File: src/hdl/utf8_russian_token_filter_unit_assert.svh
// Assertion macros for the token filter. Each use checks on the rising edge
// of clk and is held off while arst_n is low.
`ifndef UTF8_RUSSIAN_TOKEN_FILTER_UNIT_ASSERT_SVH
`define UTF8_RUSSIAN_TOKEN_FILTER_UNIT_ASSERT_SVH

// Same-cycle implication.
`define RUTF_ASSERT_IMP(lbl, ante, cons, msg) \
	lbl: assert property (@(posedge clk) disable iff (!arst_n) (ante) |-> (cons)) \
		else $error(msg);

// Next-cycle implication.
`define RUTF_ASSERT_NXT(lbl, ante, cons, msg) \
	lbl: assert property (@(posedge clk) disable iff (!arst_n) (ante) |=> (cons)) \
		else $error(msg);

`endif

File: src/hdl/rutf_pkg.sv
`timescale 1ns / 1ps
// ----------------------------------------------------------------------------
// rutf_pkg
// Shared types and constants of the UTF-8 Russian token filter.
// ----------------------------------------------------------------------------
package rutf_pkg;

	localparam int TOKEN_BYTES_DEF = 64;
	localparam int LEN_W = 7;
	localparam int CHR_W = 6;
	localparam int LET_W = 5;

	localparam int CFG_IDX_W  = 2;
	localparam int CFG_DATA_W = 20;
	localparam logic [CFG_IDX_W-1:0] CFG_MAX_TEXT = 2'd0;
	localparam logic [CFG_IDX_W-1:0] CFG_MAX_WORD = 2'd1;
	localparam logic [CFG_IDX_W-1:0] CFG_MAX_NUM  = 2'd2;

	localparam logic [19:0] MAX_TEXT_RST = 20'd100000;
	localparam logic [4:0]  MAX_WORD_RST = 5'd20;
	localparam logic [3:0]  MAX_NUM_RST  = 4'd4;

	localparam logic [7:0] LEAD_D0    = 8'hD0;
	localparam logic [7:0] LEAD_D1    = 8'hD1;
	localparam logic [7:0] HYPHEN     = 8'h2D;
	localparam logic [7:0] ASCII_ZERO = 8'h30;

	localparam logic KIND_NUMBER = 1'b0;
	localparam logic KIND_WORD   = 1'b1;

	typedef struct packed {
		logic [LEN_W-1:0] len;
		logic [1:0]       phy;
		logic [CHR_W-1:0] chars;
		logic [LET_W-1:0] lbh;
		logic [LET_W-1:0] lah;
		logic             digits;
		logic             word;
		logic             hyph;
		logic             over;
		logic [15:0]      run_letter;
		logic [1:0]       run_cnt;
		logic             zero_first;
	} tok_t;

	typedef struct packed {
		logic             bank;
		logic [LEN_W-1:0] len;
		logic             kind;
	} cmd_t;

	typedef struct packed {
		logic             en;
		logic             bank;
		logic [LEN_W-1:0] pos;
		logic [7:0]       dat;
	} wr_t;

	typedef struct packed {
		logic             en;
		logic             bank;
		logic [LEN_W-1:0] pos;
	} rd_t;

	function automatic tok_t tok_clear();
		tok_t t;
		t = '0;
		t.digits = 1'b1;
		t.word = 1'b1;
		return t;
	endfunction

endpackage

File: src/hdl/rutf_if.sv
`timescale 1ns / 1ps
// ----------------------------------------------------------------------------
// rutf_text_if / rutf_token_if
// Valid/ready channels for text bytes in and token bytes out.
// ----------------------------------------------------------------------------
interface rutf_text_if;
	logic       valid;
	logic       ready;
	logic [7:0] data_byte;
	logic       end_of_text;
	modport source (output valid, data_byte, end_of_text, input ready);
	modport sink (input valid, data_byte, end_of_text, output ready);
endinterface

interface rutf_token_if;
	logic       valid;
	logic       ready;
	logic [7:0] token_byte;
	logic       token_last;
	logic       token_kind;
	modport source (output valid, token_byte, token_last, token_kind, input ready);
	modport sink (input valid, token_byte, token_last, token_kind, output ready);
endinterface

File: src/hdl/rutf_store.sv
`timescale 1ns / 1ps
// ----------------------------------------------------------------------------
// rutf_store
// Token byte store: four interleaved banks, two token buffers each.
// ----------------------------------------------------------------------------
module rutf_store #(
	parameter int TOKEN_BYTES = rutf_pkg::TOKEN_BYTES_DEF
) (
	input  logic              clk,
	input  rutf_pkg::wr_t [2:0] wr,
	input  rutf_pkg::rd_t     rd,
	output logic [7:0]        rd_data
);
	localparam int DEP = (TOKEN_BYTES + 3) / 4;
	localparam int AW  = $clog2(DEP);

	logic [7:0] rd_q [4];
	logic [1:0] sel_q;

	for (genvar k = 0; k < 4; k++) begin : g_bank
		// The buffer select is the top address bit, so each buffer spans a
		// full power-of-two range.
		logic [7:0]  mem [2**(AW+1)];
		logic        we;
		logic [AW:0] wa;
		logic [7:0]  wd;

		always_comb begin
			we = 1'b0;
			wa = '0;
			wd = '0;
			for (int i = 0; i < 3; i++) begin
				if (wr[i].en && wr[i].pos[1:0] == 2'(k)) begin
					we = 1'b1;
					wa = {wr[i].bank, wr[i].pos[AW+1:2]};
					wd = wr[i].dat;
				end
			end
		end

		always_ff @(posedge clk) begin
			if (we) begin
				mem[wa] <= wd;
			end
			if (rd.en) begin
				rd_q[k] <= mem[{rd.bank, rd.pos[AW+1:2]}];
			end
		end
	end

	always_ff @(posedge clk) begin
		if (rd.en) begin
			sel_q <= rd.pos[1:0];
		end
	end

	assign rd_data = rd_q[sel_q];

endmodule

File: src/hdl/rutf_cmdq.sv
`timescale 1ns / 1ps
// ----------------------------------------------------------------------------
// rutf_cmdq
// Two-entry queue of finished tokens waiting to be sent.
// ----------------------------------------------------------------------------
module rutf_cmdq (
	input  logic                 clk,
	input  logic                 arst_n,
	input  logic [1:0]           push_n,
	input  rutf_pkg::cmd_t [1:0] push_cmd,
	input  logic                 pop,
	output rutf_pkg::cmd_t       head,
	output logic                 not_empty
);
	rutf_pkg::cmd_t [1:0] ent_q;
	logic [1:0]           cnt_q;
	rutf_pkg::cmd_t [1:0] ent_d;
	logic [1:0]           cnt_d;

	// Pushes only arrive while the queue is empty, so at most two are held.
	always_comb begin
		ent_d = ent_q;
		cnt_d = cnt_q;
		if (pop) begin
			ent_d[0] = ent_q[1];
			cnt_d = cnt_q - 2'd1;
		end
		if (push_n != 2'd0) begin
			ent_d[cnt_d[0]] = push_cmd[0];
			if (push_n == 2'd2) begin
				ent_d[1] = push_cmd[1];
			end
		end
		cnt_d = cnt_d + push_n;
	end

	always_ff @(posedge clk or negedge arst_n) begin
		if (!arst_n) begin
			cnt_q <= '0;
		end else begin
			cnt_q <= cnt_d;
		end
	end

	always_ff @(posedge clk) begin
		ent_q <= ent_d;
	end

	assign head = ent_q[0];
	assign not_empty = cnt_q != 2'd0;

endmodule

File: src/hdl/rutf_front.sv
`timescale 1ns / 1ps
// ----------------------------------------------------------------------------
// rutf_front
// Accepts text bytes, classifies them and builds the current token.
// ----------------------------------------------------------------------------
module rutf_front #(
	parameter int TOKEN_BYTES = rutf_pkg::TOKEN_BYTES_DEF
) (
	input  logic                                  clk,
	input  logic                                  arst_n,
	rutf_text_if.sink                             text,
	input  logic                                  accept_ok,
	input  logic                                  cfg_we,
	input  logic [rutf_pkg::CFG_IDX_W-1:0]        cfg_index,
	input  logic [rutf_pkg::CFG_DATA_W-1:0]       cfg_data,
	output rutf_pkg::wr_t [2:0]                   wr,
	output logic [1:0]                            push_n,
	output rutf_pkg::cmd_t [1:0]                  push_cmd
);
	localparam logic [1:0] FIN_NUMBER = 2'd0;
	localparam logic [1:0] FIN_WORD   = 2'd1;
	localparam logic [1:0] FIN_NONE   = 2'd2;

	typedef struct packed {
		rutf_pkg::tok_t       tok;
		logic                 bank;
		logic [1:0]           n_emit;
		rutf_pkg::cmd_t [1:0] cmd;
		logic [1:0]           n_wr;
		rutf_pkg::wr_t [2:0]  w;
	} ctx_t;

	logic [19:0] max_text_q;
	logic [4:0]  max_word_q;
	logic [3:0]  max_num_q;

	rutf_pkg::tok_t tok_q;
	logic           bank_q;
	logic           pl_v_q;
	logic [7:0]     pl_b_q;
	logic [19:0]    seen_q;

	ctx_t        c;
	logic        pl_v_d;
	logic [7:0]  pl_b_d;
	logic [19:0] seen_d;
	logic        acc;

	function automatic ctx_t put_byte(ctx_t ci, logic [7:0] v);
		ctx_t co;
		co = ci;
		if (co.tok.len < rutf_pkg::LEN_W'(TOKEN_BYTES)) begin
			co.w[co.n_wr] = '{en: 1'b1, bank: co.bank, pos: co.tok.len, dat: v};
			if (co.tok.len == '0) begin
				co.tok.zero_first = (v == rutf_pkg::ASCII_ZERO);
			end
			co.n_wr = co.n_wr + 2'd1;
			co.tok.len = co.tok.len + 1'b1;
		end else begin
			co.tok.over = 1'b1;
		end
		return co;
	endfunction

	function automatic ctx_t bump(ctx_t ci);
		ctx_t co;
		co = ci;
		if (co.tok.chars != '1) begin
			co.tok.chars = co.tok.chars + 1'b1;
		end
		return co;
	endfunction

	// Two or more held hyphens always kill the token, so only a single one is stored.
	function automatic ctx_t place_hyphens(ctx_t ci);
		ctx_t co;
		co = ci;
		if (co.tok.phy == 2'd1) begin
			co = put_byte(co, rutf_pkg::HYPHEN);
			co = bump(co);
			co.tok.digits = 1'b0;
			if (co.tok.hyph) begin
				co.tok.word = 1'b0;
			end
			co.tok.hyph = 1'b1;
			co.tok.run_cnt = '0;
		end else if (co.tok.phy != 2'd0) begin
			co.tok.digits = 1'b0;
			co.tok.word = 1'b0;
			co.tok.hyph = 1'b1;
			co.tok.run_cnt = '0;
		end
		co.tok.phy = '0;
		return co;
	endfunction

	function automatic ctx_t add_ascii(ctx_t ci, logic [7:0] b);
		ctx_t       co;
		logic [7:0] v;
		co = place_hyphens(ci);
		v = b;
		if (b inside {[8'h41:8'h5A]}) begin
			v = b + 8'h20;
		end
		co = put_byte(co, v);
		co = bump(co);
		if (!(v inside {[8'h30:8'h39]})) begin
			co.tok.digits = 1'b0;
		end
		co.tok.word = 1'b0;
		co.tok.run_cnt = '0;
		return co;
	endfunction

	function automatic ctx_t add_pair(ctx_t ci, logic [7:0] lead, logic [7:0] cont);
		ctx_t        co;
		logic [7:0]  l;
		logic [7:0]  cn;
		logic        letter;
		logic [15:0] code;
		co = place_hyphens(ci);
		l = lead;
		cn = cont;
		if (l == rutf_pkg::LEAD_D0) begin
			if (cn inside {[8'h90:8'h9F]}) begin
				cn = cn + 8'h20;
			end else if (cn inside {[8'hA0:8'hAF]}) begin
				l = rutf_pkg::LEAD_D1;
				cn = cn - 8'h20;
			end else if (cn == 8'h81) begin
				l = rutf_pkg::LEAD_D1;
				cn = 8'h91;
			end
		end
		co = put_byte(co, l);
		co = put_byte(co, cn);
		co = bump(co);
		co.tok.digits = 1'b0;
		letter = (l == rutf_pkg::LEAD_D0 && cn inside {[8'hB0:8'hBF]}) ||
			(l == rutf_pkg::LEAD_D1 && cn inside {[8'h80:8'h9F]});
		code = {l, cn};
		if (!letter) begin
			co.tok.word = 1'b0;
			co.tok.run_cnt = '0;
		end else begin
			if (co.tok.run_cnt != 2'd0 && code == co.tok.run_letter) begin
				if (co.tok.run_cnt != 2'd3) begin
					co.tok.run_cnt = co.tok.run_cnt + 2'd1;
				end
				if (co.tok.run_cnt == 2'd3) begin
					co.tok.word = 1'b0;
				end
			end else begin
				co.tok.run_letter = code;
				co.tok.run_cnt = 2'd1;
			end
			if (co.tok.hyph) begin
				if (co.tok.lah != '1) begin
					co.tok.lah = co.tok.lah + 1'b1;
				end
			end else if (co.tok.lbh != '1) begin
				co.tok.lbh = co.tok.lbh + 1'b1;
			end
		end
		return co;
	endfunction

	function automatic logic [1:0] fin_kind(rutf_pkg::tok_t t, logic [4:0] mw, logic [3:0] mn);
		logic       ok;
		logic [1:0] k;
		ok = t.len != '0 && !t.over;
		k = FIN_NONE;
		if (ok && t.digits) begin
			if (t.len == rutf_pkg::LEN_W'(1) && t.zero_first) begin
				k = FIN_NUMBER;
			end else if (!(t.len > rutf_pkg::LEN_W'(1) && t.zero_first) &&
				t.len <= rutf_pkg::LEN_W'(mn)) begin
				k = FIN_NUMBER;
			end
		end
		if (k == FIN_NONE && ok && t.word && t.lbh != '0 &&
			t.chars <= rutf_pkg::CHR_W'(mw) &&
			(!t.hyph || (t.lbh >= 5'd2 && t.lah >= 5'd2))) begin
			k = FIN_WORD;
		end
		return k;
	endfunction

	// A finished token that is kept goes to the queue and the next token opens the other buffer.
	function automatic ctx_t finish(ctx_t ci, logic [4:0] mw, logic [3:0] mn);
		ctx_t       co;
		logic [1:0] k;
		co = ci;
		k = fin_kind(co.tok, mw, mn);
		if (k != FIN_NONE) begin
			co.cmd[co.n_emit[0]] = '{bank: co.bank, len: co.tok.len, kind: k[0]};
			co.n_emit = co.n_emit + 2'd1;
			co.bank = ~co.bank;
		end
		co.tok = rutf_pkg::tok_clear();
		return co;
	endfunction

	assign text.ready = accept_ok;
	assign acc = text.valid && accept_ok;

	always_comb begin
		logic [7:0] b;
		logic       eot;
		logic       last;
		logic       fresh;
		c = '0;
		c.tok = tok_q;
		c.bank = bank_q;
		pl_v_d = pl_v_q;
		pl_b_d = pl_b_q;
		seen_d = seen_q;
		b = text.data_byte;
		eot = text.end_of_text;
		last = 1'b0;
		fresh = 1'b1;
		if (acc) begin
			if (seen_q < max_text_q) begin
				last = eot || (seen_q + 20'd1 == max_text_q);
				seen_d = seen_q + 20'd1;
				if (pl_v_q) begin
					pl_v_d = 1'b0;
					if (b inside {[8'h80:8'hBF]}) begin
						c = add_pair(c, pl_b_q, b);
						fresh = 1'b0;
					end else begin
						c = finish(c, max_word_q, max_num_q);
					end
				end
				if (fresh) begin
					if (b == rutf_pkg::LEAD_D0 || b == rutf_pkg::LEAD_D1) begin
						if (last) begin
							c = finish(c, max_word_q, max_num_q);
						end else begin
							pl_v_d = 1'b1;
							pl_b_d = b;
						end
					end else if (b == rutf_pkg::HYPHEN) begin
						if (c.tok.len != '0 && c.tok.phy != 2'd3) begin
							c.tok.phy = c.tok.phy + 2'd1;
						end
					end else if (b inside {[8'h30:8'h39], [8'h41:8'h5A], [8'h61:8'h7A]}) begin
						c = add_ascii(c, b);
					end else begin
						c = finish(c, max_word_q, max_num_q);
					end
				end
				if (last) begin
					pl_v_d = 1'b0;
					c = finish(c, max_word_q, max_num_q);
				end
			end
			if (eot) begin
				pl_v_d = 1'b0;
				c = finish(c, max_word_q, max_num_q);
				seen_d = '0;
			end
		end
	end

	assign wr = acc ? c.w : '0;
	assign push_n = acc ? c.n_emit : 2'd0;
	assign push_cmd = c.cmd;

	always_ff @(posedge clk or negedge arst_n) begin
		if (!arst_n) begin
			max_text_q <= rutf_pkg::MAX_TEXT_RST;
			max_word_q <= rutf_pkg::MAX_WORD_RST;
			max_num_q <= rutf_pkg::MAX_NUM_RST;
			tok_q <= rutf_pkg::tok_clear();
			bank_q <= 1'b0;
			pl_v_q <= 1'b0;
			pl_b_q <= '0;
			seen_q <= '0;
		end else begin
			if (cfg_we) begin
				case (cfg_index)
					rutf_pkg::CFG_MAX_TEXT: max_text_q <= cfg_data;
					rutf_pkg::CFG_MAX_WORD: max_word_q <= cfg_data[4:0];
					rutf_pkg::CFG_MAX_NUM: max_num_q <= cfg_data[3:0];
					default: ;
				endcase
			end
			if (acc) begin
				tok_q <= c.tok;
				bank_q <= c.bank;
				pl_v_q <= pl_v_d;
				pl_b_q <= pl_b_d;
				seen_q <= seen_d;
			end
		end
	end

endmodule

File: src/hdl/rutf_back.sv
`timescale 1ns / 1ps
// ----------------------------------------------------------------------------
// rutf_back
// Reads finished tokens out of the store and sends them one word at a time.
// ----------------------------------------------------------------------------
module rutf_back (
	input  logic           clk,
	input  logic           arst_n,
	input  rutf_pkg::cmd_t head,
	input  logic           not_empty,
	output logic           pop,
	output logic           busy,
	output rutf_pkg::rd_t  rd,
	input  logic [7:0]     rd_data,
	rutf_token_if.source   token
);
	localparam logic [1:0] ST_IDLE = 2'd0;
	localparam logic [1:0] ST_READ = 2'd1;
	localparam logic [1:0] ST_SHOW = 2'd2;

	logic [1:0]                 st_q;
	logic                       bank_q;
	logic [rutf_pkg::LEN_W-1:0] len_q;
	logic                       kind_q;
	logic [rutf_pkg::LEN_W-1:0] idx_q;
	logic                       last;

	assign last = (idx_q + 1'b1 == len_q);
	assign pop = (st_q == ST_IDLE) && not_empty;
	assign busy = st_q != ST_IDLE;
	assign rd = '{en: st_q == ST_READ, bank: bank_q, pos: idx_q};

	assign token.valid = st_q == ST_SHOW;
	assign token.token_byte = rd_data;
	assign token.token_last = last;
	assign token.token_kind = kind_q;

	always_ff @(posedge clk or negedge arst_n) begin
		if (!arst_n) begin
			st_q <= ST_IDLE;
			idx_q <= '0;
		end else begin
			case (st_q)
				ST_IDLE: begin
					if (not_empty) begin
						idx_q <= '0;
						st_q <= ST_READ;
					end
				end
				ST_READ: st_q <= ST_SHOW;
				ST_SHOW: begin
					if (token.ready) begin
						if (last) begin
							st_q <= ST_IDLE;
						end else begin
							idx_q <= idx_q + 1'b1;
							st_q <= ST_READ;
						end
					end
				end
				default: st_q <= ST_IDLE;
			endcase
		end
	end

	always_ff @(posedge clk) begin
		if (pop) begin
			bank_q <= head.bank;
			len_q <= head.len;
			kind_q <= head.kind;
		end
	end

endmodule

File: src/hdl/utf8_russian_token_filter_unit.sv
`timescale 1ns / 1ps
// A token that ends with an accepted byte is pushed into the queue, popped by the back
// end, read from the store and then offered as its first word.
// Throughput: one text byte per cycle while nothing is being sent; each word of an accepted
// token is read from the store, then handed off, through the single store read port.
// The text side stalls from a token's finish until its last word has been taken.
// Reset: arst_n clears all control state and loads the register defaults; no clearing pass.
// ----------------------------------------------------------------------------
// utf8_russian_token_filter_unit
// Splits UTF-8 text into tokens and passes on numbers and Russian words.
// ----------------------------------------------------------------------------
`include "utf8_russian_token_filter_unit_assert.svh"

module utf8_russian_token_filter_unit #(
	parameter int TOKEN_BYTES = rutf_pkg::TOKEN_BYTES_DEF
) (
	input  logic                              clk,
	input  logic                              arst_n,
	rutf_text_if.sink                         text,
	rutf_token_if.source                      token,
	input  logic                              cfg_we,
	input  logic [rutf_pkg::CFG_IDX_W-1:0]    cfg_index,
	input  logic [rutf_pkg::CFG_DATA_W-1:0]   cfg_data
);
	// The front end classifies each byte combinationally and writes up to three
	// bytes (a held hyphen and a two-byte letter) into the store, which is split
	// into four banks by the low position bits so all three land at once.
	// Each bank holds two token buffers: when a token is finished the next one
	// opens in the other buffer, since a single byte can both end one token and
	// start another, and end_of_text can then finish that second one too.
	// Finished tokens wait in a two-entry queue for the back end.

	rutf_pkg::wr_t [2:0]  wr;
	rutf_pkg::rd_t        rd;
	logic [7:0]           rd_data;
	logic [1:0]           push_n;
	rutf_pkg::cmd_t [1:0] push_cmd;
	rutf_pkg::cmd_t       head;
	logic                 not_empty;
	logic                 pop;
	logic                 busy;
	logic                 accept_ok;

	// Text is taken only when every earlier token has gone out, so both
	// buffers are free for whatever the next byte finishes.
	assign accept_ok = !not_empty && !busy;

	rutf_front #(.TOKEN_BYTES(TOKEN_BYTES)) u_front (
		.clk       (clk),
		.arst_n    (arst_n),
		.text      (text),
		.accept_ok (accept_ok),
		.cfg_we    (cfg_we),
		.cfg_index (cfg_index),
		.cfg_data  (cfg_data),
		.wr        (wr),
		.push_n    (push_n),
		.push_cmd  (push_cmd)
	);

	rutf_store #(.TOKEN_BYTES(TOKEN_BYTES)) u_store (
		.clk     (clk),
		.wr      (wr),
		.rd      (rd),
		.rd_data (rd_data)
	);

	rutf_cmdq u_cmdq (
		.clk       (clk),
		.arst_n    (arst_n),
		.push_n    (push_n),
		.push_cmd  (push_cmd),
		.pop       (pop),
		.head      (head),
		.not_empty (not_empty)
	);

	rutf_back u_back (
		.clk       (clk),
		.arst_n    (arst_n),
		.head      (head),
		.not_empty (not_empty),
		.pop       (pop),
		.busy      (busy),
		.rd        (rd),
		.rd_data   (rd_data),
		.token     (token)
	);

	// While a word is shown, no text byte may be taken.
	`RUTF_ASSERT_IMP(a_no_text_while_sending, token.valid, !text.ready, "text taken while sending")
	// A byte just taken cannot already show a word on the next cycle.
	`RUTF_ASSERT_NXT(a_gap_after_text, text.valid && text.ready, !token.valid, "word too early")

endmodule

File: src/flat_wrapper.sv
// flat-port wrapper written by rule: the top's interface ports become plain ports
module utf8_russian_token_filter_unit_flat 
#(
	parameter int TOKEN_BYTES = rutf_pkg::TOKEN_BYTES_DEF
)
  (clk, arst_n, cfg_we, cfg_index, cfg_data, text_valid, text_data_byte, text_end_of_text, text_ready, token_valid, token_token_byte, token_token_last, token_token_kind, token_ready);
  rutf_text_if text_i ();
  rutf_token_if token_i ();
  input  logic clk;
  input  logic arst_n;
  input  logic cfg_we;
  input  logic [rutf_pkg::CFG_IDX_W-1:0] cfg_index;
  input  logic [rutf_pkg::CFG_DATA_W-1:0] cfg_data;
  input wire logic [$bits(text_i.valid)-1:0] text_valid;
  input wire logic [$bits(text_i.data_byte)-1:0] text_data_byte;
  input wire logic [$bits(text_i.end_of_text)-1:0] text_end_of_text;
  output wire logic [$bits(text_i.ready)-1:0] text_ready;
  output wire logic [$bits(token_i.valid)-1:0] token_valid;
  output wire logic [$bits(token_i.token_byte)-1:0] token_token_byte;
  output wire logic [$bits(token_i.token_last)-1:0] token_token_last;
  output wire logic [$bits(token_i.token_kind)-1:0] token_token_kind;
  input wire logic [$bits(token_i.ready)-1:0] token_ready;
  assign text_i.valid = text_valid;
  assign text_i.data_byte = text_data_byte;
  assign text_i.end_of_text = text_end_of_text;
  assign text_ready = text_i.ready;
  assign token_valid = token_i.valid;
  assign token_token_byte = token_i.token_byte;
  assign token_token_last = token_i.token_last;
  assign token_token_kind = token_i.token_kind;
  assign token_i.ready = token_ready;
  utf8_russian_token_filter_unit #(.TOKEN_BYTES(TOKEN_BYTES)) u_core (.clk(clk), .arst_n(arst_n), .text(text_i), .token(token_i), .cfg_we(cfg_we), .cfg_index(cfg_index), .cfg_data(cfg_data));
endmodule
File: config.mk
export PLATFORM = sky130hd
export DESIGN_NAME = utf8_russian_token_filter_unit_flat
export DESIGN_NICKNAME = d
export VERILOG_FILES = /design/src/hdl/rutf_pkg.sv /design/src/hdl/rutf_if.sv /design/src/hdl/rutf_store.sv /design/src/hdl/rutf_cmdq.sv /design/src/hdl/rutf_front.sv /design/src/hdl/rutf_back.sv /design/src/hdl/utf8_russian_token_filter_unit.sv /design/src/flat_wrapper.sv
export VERILOG_INCLUDE_DIRS = /design/src /design/src/hdl
export SDC_FILE = /design/constraint.sdc
export NUM_CORES = 2
export LEC_CHECK = 0
export BUFFER_PORTS_ARGS = -buffer_cell sky130_fd_sc_hd__buf_2
export CELL_PAD_IN_SITES_DETAIL_PLACEMENT = 1
export CELL_PAD_IN_SITES_GLOBAL_PLACEMENT = 1
export CORE_ASPECT_RATIO = 2
export CORE_UTILIZATION = 30
export DETAILED_ROUTE_END_ITERATION = 10
export GPL_TIMING_DRIVEN = 0
export HOLD_SLACK_MARGIN = 0.03
export PLACE_DENSITY_LB_ADDON = 0.12
export SLEW_MARGIN = 20
export SYNTH_ARGS = -nofsm -noshare
export SYNTH_HDL_FRONTEND = slang
export SYNTH_SLANG_ARGS = --single-unit
File: constraint.sdc
create_clock -name clk -period 22.6 [get_ports clk]
set_input_delay 1.13 -clock clk [delete_from_list [all_inputs] [get_ports clk]]
set_output_delay 1.13 -clock clk [all_outputs]
set_load 0.05 [all_outputs]
# [After elaboration in Yosys (flattened, before gate mapping)]
# Memories as Yosys holds them, arrays and structs flattened. A register that Yosys moved wholly into a read port is not among the register bits.
# Cells that the tools add are included.
[word_totals] ff_bits=147 ram_bits=1056 in_bits=36 output_inout_bits=12 n_memories=5 wordCells=631
[mem_list] name="u_core.u_store.g_bank[0].mem" words=32 width=8 read_ports=1 rd_clocked_by_memory_dff=0 write_ports=1 line="rutf_store.sv:23" source="logic [7:0] mem [2**(AW+1)];"
[mem_list] name="u_core.u_store.g_bank[1].mem" words=32 width=8 read_ports=1 rd_clocked_by_memory_dff=0 write_ports=1 line="rutf_store.sv:23"
[mem_list] name="u_core.u_store.g_bank[2].mem" words=32 width=8 read_ports=1 rd_clocked_by_memory_dff=0 write_ports=1 line="rutf_store.sv:23"
[mem_list] name="u_core.u_store.g_bank[3].mem" words=32 width=8 read_ports=1 rd_clocked_by_memory_dff=0 write_ports=1 line="rutf_store.sv:23"
[mem_list] name="u_core.u_store.rd_q" words=4 width=8 read_ports=1 rd_clocked_by_memory_dff=1 write_ports=4 line="rutf_store.sv:17" source="logic [7:0] rd_q [4];"
[op_classes] add_sub_neg=26 magnitude_cmp=60 mux=306 n_eq_ne=56 reduce_logical=141 bitwise=5
[ops] op="$mux 122" n=14
[ops] op="$mux 75" n=12
[ops] op="$mux 53" n=8
[ops] op="$mux 25" n=12
[ops] op="$mux 8" n=35
[ops] op="$bwmux 51" n=4
[ops] op="$mux 17" n=11
[ops] op="$mux 2" n=85
[ops] op="$demux 17 s2" n=4
[ops] op="$mux 113" n=1
[ops] op="$mux 7" n=13
[ops] op="$bwmux 18" n=5
[ops] op="$logic_and 1x1->1" n=85
[ops] op="$mux 21" n=4
[ops] op="$mux 5" n=16
[ops] op="$mux 73" n=1
[ops] op="$mux 9" n=8
[ops] op="$mux 1" n=54
[ops] op="$mux 51" n=1
[ops] op="$eq 8x8->1 const B" n=6
[ops] op="$add 7x1->7 const B" n=6
[ops] op="$ge 5x2->1 const B" n=8
[ops] op="$ge 8x8->1 const B" n=5
[ops] op="$le 8x8->1 const B" n=5
[ops] op="53 further kinds" n=191

# [Logic depth before layout (Yosys ltp)]
[depth] ltp_word=117 ltp_mapped=37 depth_no_buf=36

# [Hierarchy]
# Synthesis repeated with hierarchy kept, for this count alone.
[hier_totals] cells_unflattened=4648 area_unflattened_um2=58290.9
[by_module_without_submodules] module="rutf_store" area_per_inst_um2=42982.5 instances=1 cells_per_inst=2647
[by_module_without_submodules] module="rutf_front" area_per_inst_um2=13309.0 instances=1 cells_per_inst=1824
[by_module_without_submodules] module="rutf_cmdq" area_per_inst_um2=1018.5 instances=1 cells_per_inst=93
[by_module_without_submodules] module="rutf_back" area_per_inst_um2=977.2 instances=1 cells_per_inst=83
[by_module_without_submodules] module="utf8_russian_token_filter_unit" area_per_inst_um2=3.8 instances=1 cells_per_inst=1

# [Worst setup path after synthesis]
# OpenSTA, ideal clock, no wires.
[synth_timing] kind="input to register" startpoint="input port text_data_byte[7]" endpoint="register u_core.u_cmdq.cnt_q[1]" slack_ns=14.686 path_buffers=3 t_arrival_ns=7.789 stages=32 cell_sequence="clkbuf_1 > nand2b_1 > nor2_1 > clkbuf_1 > clkbuf_1 > o311ai_0 > o21ai_1 > nand3b_1 > o31ai_1 > xnor2_1 > ha_1 > o211ai_1 > or3b_2 > mux2_2 > a21oi_1 > inv_1 > ha_1 > nor2b_1 > o21a_1 > o21ai_0 > nand2b_1 > a21oi_1 > o21ai_0 > or4_1 > nor4b_1 > a31oi_2 > or2_1 > xnor2_1 > o21ai_0 > ha_1 > xnor2_1 > xnor2_1"
[synth_between] elab_chain_len=65 elab_cells_between_ends=270
[synth_lines] element="start, declared" line="flat_wrapper.sv:15" source="input wire logic [$bits(text_i.data_byte)-1:0] text_data_byte;"
[synth_lines] element="$ge 8x8->1 (tied with other cells)" line="rutf_front.sv:127" source="end else if (cn inside {[8'hA0:8'hAF]}) begin"
[synth_lines] element="$logic_and 1x1->1 / $mux 8 (equally long branches)" line="rutf_front.sv:127, rutf_front.sv:130"
[synth_lines] element="$mux 8" line="rutf_front.sv:127"
[synth_lines] element="$mux 8" line="rutf_front.sv:125" source="if (cn inside {[8'h90:8'h9F]}) begin"
[synth_lines] element="$mux 8" line="rutf_front.sv:124" source="if (l == rutf_pkg::LEAD_D0) begin"
[synth_lines] element="$mux 8" line="rutf_front.sv:228" source="if (b inside {[8'h80:8'hBF]}) begin"
[synth_lines] element="$mux 8" line="rutf_front.sv:226" source="if (pl_v_q) begin"
[synth_lines] element="$mux 8" line="rutf_front.sv:223" source="if (seen_q < max_text_q) begin"
[synth_lines] element="[... 50 more ...]"
[synth_lines] element="$mux 122 (*)" line="rutf_front.sv:222" source="if (acc) begin"
[synth_lines] element="$add 2x1->2" line="rutf_front.sv:197" source="co.n_emit = co.n_emit + 2'd1;"
[synth_lines] element="$mux 21" line="rutf_front.sv:195" source="if (k != FIN_NONE) begin"
[synth_lines] element="$mux 122 (*)" line="rutf_front.sv:258" source="if (eot) begin"
[synth_lines] element="$mux 73 (*)" line="rutf_front.sv:222"
[synth_lines] element="$mux 2 (*)" line="rutf_front.sv:267" source="assign push_n = acc ? c.n_emit : 2'd0;"
[synth_lines] element="$add 2x2->2 (*)" line="rutf_cmdq.sv:34" source="cnt_d = cnt_d + push_n;"
[synth_lines] element="net u_core.u_cmdq.cnt_d[1]" line="rutf_cmdq.sv:18" source="logic [1:0] cnt_d;"
[synth_lines] element="end signal, assigned" line="rutf_cmdq.sv:41" source="cnt_q <= cnt_d;"
[synth_lines] element="end, declared" line="rutf_cmdq.sv:16" source="logic [1:0] cnt_q;"
# Mark *: on every way through the listed nets, which the timed path passes. The select of a mux whose other input is x is not followed.
# A chain may end at the register's enable or synchronous reset.

# [Final worst setup path]
# Same ends and word-level chain as after synthesis.

==> impl_results.md <==
* Status: finished clean
* YS warnings at 0
* Fin nets at 4179
* Slew margin rel. at 14.3%
* Async set-reset flop share out of synthesis at about a tenth
* DRT Pass-1 Iters at 5
* Clock Sinks at 1205
* GP Congestion at 0.923
* Detailed Route Iter0 Violations at 2066
* Die outline area at 0.192 mm²
* Count of cell types in the netlist at 115
* IO Port Bufs at 42
* CTS Buf Count at 110
* Top delay family on crit path: simple AND/OR/NAND/NOR gates
* Via count at 36100
* Post-synthesis sequential area ratio at around 62%
* WP data arrival at 11500 ps
* WL/cell at 33.8 µm
* # Max-Cap Violations at 0
* Clock transition at path regs at 70 ps
* Clk_lat worst skew at 770 ps
* Die W at 311 µm
* Root buffer cell: clkbuf_16
* Ys flop type: edfxtp_1
* Setup bufs post-CTS at 0
* Required @ worst endpoint at 23210 ps
* Power, Total at 5.42 mW
* WS Path Type: in2reg
* Post-CTS Hold Buffers at 0
* CP Max Fanout at 10
* Post-Syn Area at 0.0571 mm²
* Pre-CTS setup slack at 10980 ps
* Detailed placement HPWL at 174000 µm
* First-pass GRT wire length at 312000 µm
* Fin. max-slew vios at 0
* Core Region at 0.189 mm²
* Initial antenna violation count at 6
* Largest net degree at the start of global routing at 68
* EDFF count, synth at 1076
* Routed Wire Length at between 200000 and 250000 µm
* Drc violations at 0
* Layout area overhead at 14.6%
* CP Launch Type: input pin
* Worst slew pin tran at about 1300 ps
* Worst IR Drop VDD at 51.8 µV
* Synth Area per Inst at about 15 µm²
* Initial Util at 30.2%
* Post-synthesis instance total at 3848
* Post-route core utilization at between 30 and 40%
* Worst path most repeated cell: xnor2_1
* Synthesized netlist net count at 3981
* CP peak stage delay at about 800 ps
* Fin Clk Skew at 61.8 ps
* Clk buf depth at 3
* DR vias/cell at 5.43
* Vias in the first global route at 39600
* Post-cts sizing count at 0
* Worst setup EP type: flip-flop
* Share of cells above drive strength 1 at between 20% and 30%
* All-Layer GR Usage at 23.3%
* Crit share post-route at 48.2%
* Slowest cell on crit path: clkbuf_1
* Power Dens Cells at approximately 83 mW/mm²
* Leakage at 20.8 nW
* RSZ-0062 raised after global routing: false
* DRT antenna net count at 0
* Grt ovf at 0
* CTS tree: yes
* Setup_tns at 0 ps
* Fmax at about 92 MHz
* Die height at 619 µm
* Setup ws final at around 12000 ps
* Final min period at 10880 ps
* Final hold vios at 0
* WP buf/inv at 4
* Count of final setup violators at 0
* Ports at 48
* Flops & latches, synth at about 1200
* Hold Path Class: in2async
* # H-tree levels at 3
* Cell Rows at 226
## cell type report
type / instances / area (µm²)
Fill cell: 19500 / 124000
Inverter: 104 / 393
Multi-Input combinational cell: 2313 / 20700
Buffer: 226 / 978
Sequential cell: 1205 / 35500
Tap cell: 2508 / 3140
Antenna cell: 2 / 5.00
Timing Repair Buffer: 86 / 1250
Clock buffer: 139 / 2940
Clock inverter: 65 / 548
## where the power goes
| part | internal [mW] | switching [mW] | leakage (nW) |
|---|---|---|---|
| sequential | 2.47 | 0.0617 | 11.6 |
| combinational | 0.322 | 0.675 | 7.48 |
| clock | 0.996 | 0.892 | 1.70 |
| total | 3.79 | 1.63 | 20.8 |
## Yosys cell counts, types with 63 or more instances
master    number  area share (%)
dfrtp_1      107             4.7
inv_1        100            0.66
a21oi_1      110            0.96
clkbuf_1     152             1.0
nor2_1       280             1.8
mux2_2        63             1.2
o21ai_0      201             1.8
edfxtp_1    1076              57
nand2_1      251             1.6
xnor2_1       69             1.1
ha_1          97             2.1
nor3_1        63            0.55
nand3_1       94            0.82
mux4_2       328              13
## per-stage QoR
step	hold slack, ps	cell area, µm²	cells
floorplan	408	57100	3848
global placement	418	60500	6398
detailed placement	420	62000	6442
CTS	292	65500	6646
global route	320	65500	6647
finish	300	65500	6648
## worst paths after layout
check                                         start                                  to  slack [ps]  cells past startpoint
max reg2reg                u_core.u_front.tok_q[41]  u_core.u_store.g_bank[1].mem[1][3]       12490                     20
min                                          arst_n              u_core.u_cmdq.cnt_q[1]         300                      1
max                               text_data_byte[7]              u_core.u_cmdq.cnt_q[1]       11720                     32
min reg2reg                   u_core.u_cmdq.head[3]              u_core.u_back.len_q[2]         430                      0
min in group clk              u_core.u_cmdq.head[3]              u_core.u_back.len_q[2]         430                      0
max in group asynchronous                    arst_n       u_core.u_front.max_text_q[10]       21360                      2
## worst reg2reg max path: cells and delay by family (launching register included)
family	cells	cell delay [ps]
compound gates	5	2310
fa+ha+maj	3	1220
buf+inv	2	1020
flops	1	560
mux	2	1580
simple gates	8	3010
## per-layer routing
metal  up-vias  wire [µm]  track usage, %
li1      15700          -               -
met1     19100      70000            20.8
met2       813     131000            47.5
met3       503       5640            2.48
met4         8      17900            16.1
met5         -         54               0
## sequential cells by signal (all words and copies together), names as in the netlist, 7 cells and up, named ones only
name,count
u_core.u_store.g_bank.mem,1024
u_core.u_cmdq.ent_q,9
u_core.u_back.len_q,7
u_core.u_store.rd_q,32
u_core.u_front.max_text_q,20
u_core.u_back.idx_q,7
u_core.u_front.pl_b_q,8
u_core.u_front.tok_q,48
u_core.u_cmdq.head,9
u_core.u_front.seen_q,20
## layout by cell type (no fill, tap or decap), types with 44 or more instances in the layout
cell type / Yosys / layout
nor2_1: 280 / 273
mux2i_1: 61 / 56
dfrtp_1: 107 / 107
buf_2: 24 / 85
mux2_2: 63 / 63
inv_1: 100 / 99
nor3_1: 63 / 62
xnor2_1: 69 / 69
ha_1: 97 / 97
o22ai_1: 44 / 44
clkbuf_16: 0 / 112
edfxtp_1: 1076 / 1076
clkbuf_1: 152 / 152
nand3_1: 94 / 94
a21oi_1: 110 / 108
nand2_1: 251 / 251
mux4_2: 328 / 328
o21ai_0: 201 / 176
## cells by family after synthesis
| family | synth area share (%) |
|---|---|
| XOR/XNOR | 1.55 |
| adder cells (fa/ha/maj) | 2.12 |
| multiplexers | 15.3 |
| AO/OA/AOI/OAI | 8.51 |
| AND/OR/NAND/NOR | 8.08 |
| flip-flops | 62.2 |
| buffers and inverters | 2.30 |
Note: power is estimated with default switching activity, not from simulation.
